[config.mk]
export PLATFORM = sky130hd
export DESIGN_NAME = deadband_pid_regulator_flat
export DESIGN_NICKNAME = d
export VERILOG_FILES = /design/src/dbpid_pkg.sv /design/src/dbpid_if.sv /design/src/deadband_pid_regulator.sv /design/src/flat_wrapper.sv
export SDC_FILE = /design/constraint.sdc
export NUM_CORES = 2
export LEC_CHECK = 0
export ABC_AREA = 1
export BUFFER_PORTS_ARGS = -buffer_cell sky130_fd_sc_hd__buf_4
export CORE_MARGIN = 1.5
export CORE_UTILIZATION = 40
export DETAILED_ROUTE_END_ITERATION = 12
export GPL_ROUTABILITY_DRIVEN = 0
export GPL_TIMING_DRIVEN = 0
export PLACE_DENSITY = 0.66
export SLEW_MARGIN = 10
export SYNTH_ARGS = -nofsm -noshare
export SYNTH_HDL_FRONTEND = slang
export SYNTH_SLANG_ARGS = --single-unit
[constraint.sdc]
create_clock -name clock -period 9.8 [get_ports clock]
set_input_delay 1.47 -clock clock [delete_from_list [all_inputs] [get_ports clock]]
set_output_delay 1.47 -clock clock [all_outputs]
set_load 0.03 [all_outputs]
[src/dbpid_pkg.sv]
// Shared widths, reset values and register indexes of the deadband PID regulator.
`default_nettype none

package dbpid_pkg;

   // Field widths.
   localparam int ErrW  = 16;
   localparam int GainW = 20;
   localparam int DzW   = 15;
   localparam int LimW  = 31;
   localparam int SumW  = 32;
   localparam int DiffW = ErrW + 1;
   localparam int OutW  = 16;
   localparam int CsrIdxW  = 3;
   localparam int CsrDataW = 31;

   // Product and accumulator widths (gains are treated as signed with a zero sign bit).
   localparam int PropW  = GainW + 1 + ErrW;
   localparam int IntW   = GainW + 1 + SumW;
   localparam int DerW   = GainW + 1 + DiffW;
   localparam int AccW   = IntW + 2;
   localparam int ProdShift = 20;
   localparam int QuotW  = AccW - ProdShift;

   // Register reset values.
   localparam logic [GainW-1:0] KpReset  = GainW'(819200);
   localparam logic [GainW-1:0] KiReset  = GainW'(205);
   localparam logic [GainW-1:0] KdReset  = GainW'(12288);
   localparam logic [DzW-1:0]   DzReset  = DzW'(128);
   localparam logic [LimW-1:0]  LimReset = LimW'(5632000);

   // Register indexes of the configuration port.
   typedef enum logic [CsrIdxW-1:0] {
      CSR_PROPORTIONAL_GAIN = 3'd0,
      CSR_INTEGRAL_GAIN     = 3'd1,
      CSR_DERIVATIVE_GAIN   = 3'd2,
      CSR_DEAD_ZONE         = 3'd3,
      CSR_INTEGRAL_LIMIT    = 3'd4
   } csr_index_type;

   typedef logic signed [ErrW-1:0] sample_type;
   typedef logic signed [OutW-1:0] drive_type;

endpackage

`default_nettype wire

[src/dbpid_if.sv]
// Request and response channel interfaces of the deadband PID regulator.
`default_nettype none

interface dbpid_req_if;
   import dbpid_pkg::*;
   logic       valid;
   logic       ready;
   sample_type error_sample;

   modport source (output valid, output error_sample, input ready);
   modport sink   (input valid, input error_sample, output ready);
endinterface

interface dbpid_rsp_if;
   import dbpid_pkg::*;
   logic      valid;
   logic      ready;
   drive_type drive_value;
   logic      in_dead_zone;

   modport source (output valid, output drive_value, output in_dead_zone, input ready);
   modport sink   (input valid, input drive_value, input in_dead_zone, output ready);
endinterface

`default_nettype wire

[src/deadband_pid_regulator.sv]
// Deadband PID regulator: four-stage pipeline from error request to drive command.
//
// Usage: each request on req_ch carries one signed Q7.8 error sample; each
// request produces exactly one response on rsp_ch with a saturated int16
// drive command and a flag that tells whether the sample fell inside the
// dead zone. Gains, dead zone and integral limit are written through the
// csr_ port (write enable, index, data) while no request is in flight.
// Path: a request passes the input register, state update, multipliers and
// output register in that order. Throughput: one request per cycle while
// rsp_ch.ready holds. The integral and last-error update is the only loop
// and closes within the state-update stage, so each sample sees the state
// left by the one before it.
// Stalls: every stage has its own valid bit and moves forward whenever the
// stage after it is empty or moving, so the block keeps accepting requests
// while a finished response waits, until all four stages are full.
// Reset: synchronous and active high; it empties the pipeline, clears the
// integral sum and the last error, and loads the register reset values.
`default_nettype none

module deadband_pid_regulator (
   input  wire                                 clock,
   input  wire                                 reset,
   dbpid_req_if.sink                           req_ch,
   dbpid_rsp_if.source                         rsp_ch,
   input  wire                                 csr_we,
   input  wire  [dbpid_pkg::CsrIdxW-1:0]       csr_index,
   input  wire  [dbpid_pkg::CsrDataW-1:0]      csr_wdata
);
   import dbpid_pkg::*;

   // Configuration registers.
   logic [GainW-1:0] kp_ff, ki_ff, kd_ff;
   logic [DzW-1:0]   dead_zone_ff;
   logic [LimW-1:0]  limit_ff;

   // Controller state.
   logic signed [SumW-1:0] integral_ff, integral_in;
   logic signed [ErrW-1:0] last_error_ff;

   // Stage valid bits and advance enables.
   logic v1_ff, v2_ff, v3_ff, v4_ff;
   logic en1, en2, en3, en4;

   // Stage 1: input register.
   logic signed [ErrW-1:0] e1_ff;

   // Stage 2: dead-zone decision, integral and derivative.
   logic signed [ErrW-1:0]  e2_ff;
   logic signed [SumW-1:0]  sum2_ff;
   logic signed [DiffW-1:0] diff2_ff;
   logic                    dz2_ff;

   // Stage 3: registered products.
   logic signed [PropW-1:0] prop3_ff;
   logic signed [IntW-1:0]  int3_ff;
   logic signed [DerW-1:0]  der3_ff;
   logic                    dz3_ff;

   // Stage 4: response register.
   logic signed [OutW-1:0]  drive4_ff, drive4_in;
   logic                    dz4_ff;

   // Each stage moves when the next one is empty or moving too.
   assign en4 = !v4_ff || rsp_ch.ready;
   assign en3 = !v3_ff || en4;
   assign en2 = !v2_ff || en3;
   assign en1 = !v1_ff || en2;
   assign req_ch.ready = en1;

   // Configuration writes; unknown indexes are ignored.
   always_ff @(posedge clock) begin
      if (reset) begin
         kp_ff        <= KpReset;
         ki_ff        <= KiReset;
         kd_ff        <= KdReset;
         dead_zone_ff <= DzReset;
         limit_ff     <= LimReset;
      end else if (csr_we) begin
         unique case (csr_index)
            CSR_PROPORTIONAL_GAIN: kp_ff        <= csr_wdata[GainW-1:0];
            CSR_INTEGRAL_GAIN:     ki_ff        <= csr_wdata[GainW-1:0];
            CSR_DERIVATIVE_GAIN:   kd_ff        <= csr_wdata[GainW-1:0];
            CSR_DEAD_ZONE:         dead_zone_ff <= csr_wdata[DzW-1:0];
            CSR_INTEGRAL_LIMIT:    limit_ff     <= csr_wdata[LimW-1:0];
            default: ;
         endcase
      end
   end

   // Magnitude of the sample; the most negative code maps to 32768.
   logic signed [DiffW-1:0] e1_ext;
   logic        [DiffW-1:0] mag1;
   logic                    dz1;
   assign e1_ext = {e1_ff[ErrW-1], e1_ff};
   assign mag1   = e1_ff[ErrW-1] ? (DiffW'(0) - e1_ext) : e1_ext;
   assign dz1    = mag1 < {{(DiffW-DzW){1'b0}}, dead_zone_ff};

   // Integral update with a symmetric clamp after the addition.
   logic signed [SumW:0] sum_raw, lim_pos, lim_neg;
   assign sum_raw = {integral_ff[SumW-1], integral_ff} + {{(SumW+1-ErrW){e1_ff[ErrW-1]}}, e1_ff};
   assign lim_pos = {2'b00, limit_ff};
   assign lim_neg = -lim_pos;

   always_comb begin
      if (sum_raw > lim_pos) begin
         integral_in = lim_pos[SumW-1:0];
      end else if (sum_raw < lim_neg) begin
         integral_in = lim_neg[SumW-1:0];
      end else begin
         integral_in = sum_raw[SumW-1:0];
      end
   end

   // Derivative against the previous out-of-dead-zone sample.
   logic signed [DiffW-1:0] diff1;
   assign diff1 = e1_ext - {last_error_ff[ErrW-1], last_error_ff};

   // A sample changes the state only when it leaves stage 1 outside the dead zone.
   logic state_upd;
   assign state_upd = en2 && v1_ff && !dz1;

   always_ff @(posedge clock) begin
      if (reset) begin
         integral_ff   <= '0;
         last_error_ff <= '0;
      end else if (state_upd) begin
         integral_ff   <= integral_in;
         last_error_ff <= e1_ff;
      end
   end

   // Products of the gains (zero-extended to signed) with the stage 2 terms.
   logic signed [PropW-1:0] prop_prod;
   logic signed [IntW-1:0]  int_prod;
   logic signed [DerW-1:0]  der_prod;
   assign prop_prod = $signed({1'b0, kp_ff}) * e2_ff;
   assign int_prod  = $signed({1'b0, ki_ff}) * sum2_ff;
   assign der_prod  = $signed({1'b0, kd_ff}) * diff2_ff;

   // Sum of products, divided by 2^20 toward zero and saturated to int16; zero in the dead zone.
   localparam logic signed [AccW-1:0]  RoundBias = AccW'((1 << ProdShift) - 1);
   localparam logic signed [QuotW-1:0] QuotMax   = QuotW'(32767);
   localparam logic signed [QuotW-1:0] QuotMin   = -QuotW'(32768);

   logic signed [AccW-1:0]  acc, acc_biased;
   logic signed [QuotW-1:0] quot;
   assign acc        = AccW'(prop3_ff) + AccW'(int3_ff) + AccW'(der3_ff);
   assign acc_biased = acc + (acc[AccW-1] ? RoundBias : AccW'(0));
   assign quot       = $signed(acc_biased[AccW-1:ProdShift]);

   always_comb begin
      if (dz3_ff) begin
         drive4_in = '0;
      end else if (quot > QuotMax) begin
         drive4_in = QuotMax[OutW-1:0];
      end else if (quot < QuotMin) begin
         drive4_in = QuotMin[OutW-1:0];
      end else begin
         drive4_in = quot[OutW-1:0];
      end
   end

   // Pipeline valid bits.
   always_ff @(posedge clock) begin
      if (reset) begin
         v1_ff <= 1'b0;
         v2_ff <= 1'b0;
         v3_ff <= 1'b0;
         v4_ff <= 1'b0;
      end else begin
         if (en1) v1_ff <= req_ch.valid;
         if (en2) v2_ff <= v1_ff;
         if (en3) v3_ff <= v2_ff;
         if (en4) v4_ff <= v3_ff;
      end
   end

   // Pipeline payload.
   always_ff @(posedge clock) begin
      if (en1) begin
         e1_ff <= req_ch.error_sample;
      end
      if (en2) begin
         e2_ff    <= e1_ff;
         sum2_ff  <= integral_in;
         diff2_ff <= diff1;
         dz2_ff   <= dz1;
      end
      if (en3) begin
         prop3_ff <= prop_prod;
         int3_ff  <= int_prod;
         der3_ff  <= der_prod;
         dz3_ff   <= dz2_ff;
      end
      if (en4) begin
         drive4_ff <= drive4_in;
         dz4_ff    <= dz3_ff;
      end
   end

   assign rsp_ch.valid        = v4_ff;
   assign rsp_ch.drive_value  = drive4_ff;
   assign rsp_ch.in_dead_zone = dz4_ff;

   // With all four stages full and the receiver stalled, no request may enter.
   assert property (@(posedge clock) disable iff (reset)
      (v1_ff && v2_ff && v3_ff && v4_ff && !rsp_ch.ready) |-> !req_ch.ready)
      else $error("request accepted into a full, stalled pipeline");

   // The controller state moves only for a sample that leaves stage 1 outside the dead zone.
   assert property (@(posedge clock) disable iff (reset)
      !state_upd |=> ($stable(integral_ff) && $stable(last_error_ff)))
      else $error("controller state changed without an updating sample");

   // After an update the last error holds the sample that caused it.
   assert property (@(posedge clock) disable iff (reset)
      state_upd |=> (last_error_ff == $past(e1_ff)))
      else $error("last error does not match the updating sample");

endmodule

`default_nettype wire
[src/flat_wrapper.sv]
// flat-port wrapper written by rule: the top's interface ports become plain ports
module deadband_pid_regulator_flat import dbpid_pkg::*;
  (clock, reset, csr_we, csr_index, csr_wdata, req_ch_valid, req_ch_error_sample, req_ch_ready, rsp_ch_valid, rsp_ch_drive_value, rsp_ch_in_dead_zone, rsp_ch_ready);
  dbpid_req_if req_ch_i ();
  dbpid_rsp_if rsp_ch_i ();
  input  wire clock;
  input  wire reset;
  input  wire csr_we;
  input  wire  [dbpid_pkg::CsrIdxW-1:0] csr_index;
  input  wire  [dbpid_pkg::CsrDataW-1:0] csr_wdata;
  input wire logic [$bits(req_ch_i.valid)-1:0] req_ch_valid;
  input wire logic [$bits(req_ch_i.error_sample)-1:0] req_ch_error_sample;
  output wire logic [$bits(req_ch_i.ready)-1:0] req_ch_ready;
  output wire logic [$bits(rsp_ch_i.valid)-1:0] rsp_ch_valid;
  output wire logic [$bits(rsp_ch_i.drive_value)-1:0] rsp_ch_drive_value;
  output wire logic [$bits(rsp_ch_i.in_dead_zone)-1:0] rsp_ch_in_dead_zone;
  input wire logic [$bits(rsp_ch_i.ready)-1:0] rsp_ch_ready;
  assign req_ch_i.valid = req_ch_valid;
  assign req_ch_i.error_sample = req_ch_error_sample;
  assign req_ch_ready = req_ch_i.ready;
  assign rsp_ch_valid = rsp_ch_i.valid;
  assign rsp_ch_drive_value = rsp_ch_i.drive_value;
  assign rsp_ch_in_dead_zone = rsp_ch_i.in_dead_zone;
  assign rsp_ch_i.ready = rsp_ch_ready;
  deadband_pid_regulator u_core (.clock(clock), .reset(reset), .req_ch(req_ch_i), .rsp_ch(rsp_ch_i), .csr_we(csr_we), .csr_index(csr_index), .csr_wdata(csr_wdata));
endmodule
==> results.sh <==
export IMPL_vias_per_cell=5.08
export IMPL_cpMaxStageDelayCell="a21boi_1"
export IMPL_fin_cells=11500
export IMPL_antenna_found_initial=9
export IMPL_htreeDepth=2
export IMPL_syn_mean_instance_area_sq_um=7.86
export IMPL_core_sq_mm=0.176
export IMPL_cp_start_kind="register"
export IMPL_post_cts_buffers=0
export IMPL_vias=58600
export IMPL_crit_family="adder cells"
export IMPL_final_nets=11000
export IMPL_final_common_cell="inv_1"
export IMPL_max_cap_violations=0
export IMPL_ys_warn_count=0
export IMPL_detail_route_antenna_nets=0
export IMPL_synth_cell_types=60
export IMPL_ctsResizeCount=0
export IMPL_place_inst=11400
export IMPL_die_h_um=424
export IMPL_yosys_top_cells_area="fa_1, inv_1, nand2_1"
export IMPL_cp_arrival_ns=9.10
export IMPL_die_x_um=424
export IMPL_syn_inst=9017
export IMPL_drive_above_1_share_pct=3.27
export IMPL_max_freq_mhz=114
export IMPL_hold_viol=0
export IMPL_cts_tree="done"
export IMPL_crit_path_max_fanout=10
export IMPL_grt_setup_unrepaired="no"
export IMPL_report_final_slew_viol_count=0
export IMPL_synth_sequential_area_ratio_pct=14.1
export IMPL_worst_slew_pin_slew_ns=1.14
export IMPL_io_pins=74
export IMPL_cts_buffers=45
export IMPL_finalCritPeriodShare_pct=89.8
export IMPL_rows=154
export IMPL_cts_root_buffer="clkbuf_16"
export IMPL_clock_latency_ns=0.66
export IMPL_dieArea_sq_mm=0.180
export IMPL_layout_min_cycle_time_ns=8.81
export IMPL_crit_top_cell="fa_1"
export IMPL_drc=0
export IMPL_firstDrtPassIters=6
export IMPL_hold_ws_ns=0.463
export IMPL_grtUsageTotal_pct=24.2
export IMPL_synth_fp_nets=10900
export IMPL_synthToLayoutAreaGrowth_pct=7.15
export IMPL_grt_pass1_wl_um=336000
export IMPL_ys_seq_elements=386
export IMPL_end_kind="register"
export IMPL_hold_path_class="reg -> reg"
export IMPL_most_common_layout_cells="inv_1, nand2_1, fa_1"
export IMPL_synth_area_sq_mm=0.0709
export IMPL_outcome="finished, final reports clean"
export IMPL_holdBufCountCts=0
export IMPL_dp_hpwl_um=183000
export IMPL_grt_pass1_vias=60600
export IMPL_clock_sinks=386
export IMPL_setup_viol=0
export IMPL_wirelength_um=216000
export IMPL_clk_path_buf_depth=3
export IMPL_synth_largest_area_cell="fa_1"
export IMPL_finClkSkew_ns=0.0644
export IMPL_cpPeakStageDelay_ns=0.66
export IMPL_path_clk_slew_ns=0.06
export IMPL_crit_type="reg -> reg"
export IMPL_netlist_area_leader_share_pct=34.2
export IMPL_cp_num_buf_inv=7
export IMPL_grt_max_degree=99
export IMPL_globalRouteOverflowTotal=0
export IMPL_worstPathRequired_ns=10.10
export IMPL_num_fill_cells=17600
export IMPL_start_util_pct=40.2
export IMPL_drt_iter0_drc=4916
export IMPL_port_buffers=72
export IMPL_routedWlPerCell_um=18.7
export IMPL_max_slew_margin_pct=24.2
export IMPL_diodes=0
## kinds of logic (layout without fill, tap and decap cells)
| kind of cell | count (synthesis) | in the layout | synth area share [%] |
|---|---|---|---|
| compound gates | 787 | 787 | 6.12 |
| fa+ha+maj | 1805 | 1805 | 44.7 |
| buf+inv | 2617 | 2776 | 13.9 |
| flops | 386 | 386 | 14.1 |
| xor+xnor | 238 | 238 | 2.96 |
| simple gates | 3184 | 3184 | 18.2 |
## per-layer routing
metal,vias to the layer above,part of all wire (%),GRT usage [%]
li1,27000,-,-
met1,28600,40,31.2
met2,2499,45,39.4
met3,488,9.1,4.53
met4,6,5.1,10.7
met5,-,0.020,0
## state kept, by name (all words and copies together) (netlist names)
signal                      count
u_core.rsp_ch.valid             1
u_core.sum2_ff                 32
u_core.rsp_ch.in_dead_zone      1
u_core.dz3_ff                   1
u_core.v1_ff                    1
u_core.rsp_ch.drive_value      16
u_core.e1_ff                   16
u_core.kd_ff                   20
u_core.int3_ff                 53
u_core.diff2_ff                17
u_core.v3_ff                    1
u_core.e2_ff                   16
u_core.kp_ff                   20
u_core.der3_ff                 38
u_core.v2_ff                    1
u_core.last_error_ff           16
u_core.integral_ff             32
u_core.ki_ff                   20
u_core.dz2_ff                   1
u_core.dead_zone_ff            15
u_core.limit_ff                31
u_core.prop3_ff                37
## metrics by stage
| stage | instance area, sq um | util, % | setup WS (ns) | setup TNS, ns |
|---|---|---|---|---|
| final | 75900 | 43.1 | 0.995 | 0 |
| after global routing | 75900 | 43.1 | 0.428 | 0 |
| after CTS | 75900 | 43.1 | 1.07 | 0 |
| after detailed placement | 74400 | 42.2 | 1.11 | 0 |
| after global placement | 74300 | 42.2 | -0.885 | -30.43 |
| after floorplan | 70900 | - | 2.36 | 0 |
## final timing paths
| check | from | end | slack [ns] | cells after the start |
|---|---|---|---|---|
| setup / recovery | u_core.kp_ff[9] | u_core.prop3_ff[30] | 0.99 | 26 |
| hold / removal | u_core.last_error_ff[4] | u_core.last_error_ff[4] | 0.46 | 2 |
| setup reg to reg | u_core.kp_ff[9] | u_core.prop3_ff[30] | 0.99 | 26 |
| hold reg to reg | u_core.last_error_ff[4] | u_core.last_error_ff[4] | 0.46 | 2 |
## cells in the mapped netlist, drive strengths merged
master          n
nor2          524
fa           1210
nor3b           1
o41ai           1
o311ai          2
nand2        2278
a311o           1
o211ai         22
nand4          59
o21bai         25
nor4            4
o21ai         269
buf            10
a21o           16
clkbuf        345
a211oi          9
o21a           14
and2            3
a21boi          7
a221oi          2
a31oi          15
ha            595
and3            2
nand3b         13
xor2          172
or2            38
a21oi         387
clkinv          3
edfxtp        228
nand2b          1
nand3         209
dfxtp         158
o2111ai         3
inv          2258
dlygate4sd1     1
o31ai           6
a311oi          1
a2111o          1
o221ai          6
nor3           51
xnor2          66
or3             1
## worst register-to-register path, delay by kind of cell, from the launching register on
kind,cells,cell delay (ns)
fa+ha+maj,7,3.39
compound gates,10,2.95
buf+inv,7,1.28
xor+xnor,1,0.39
flops,1,0.30
simple gates,1,0.16
## layout make-up
cell class	instances	area, sq um	share of cell area (%)
multi-input combinational	6014	51000	67.2
sequential	386	10000	13.2
inverter	2261	8490	11.2
tap	2340	2930	3.86
buffer	356	1380	1.82
clock buffer	52	1150	1.52
timing repair buffer	76	627	0.826
clock inverter	31	347	0.456
Power is not shown: default switching activity piles up to over one toggle a cycle in this logic, so the estimate is an artifact.
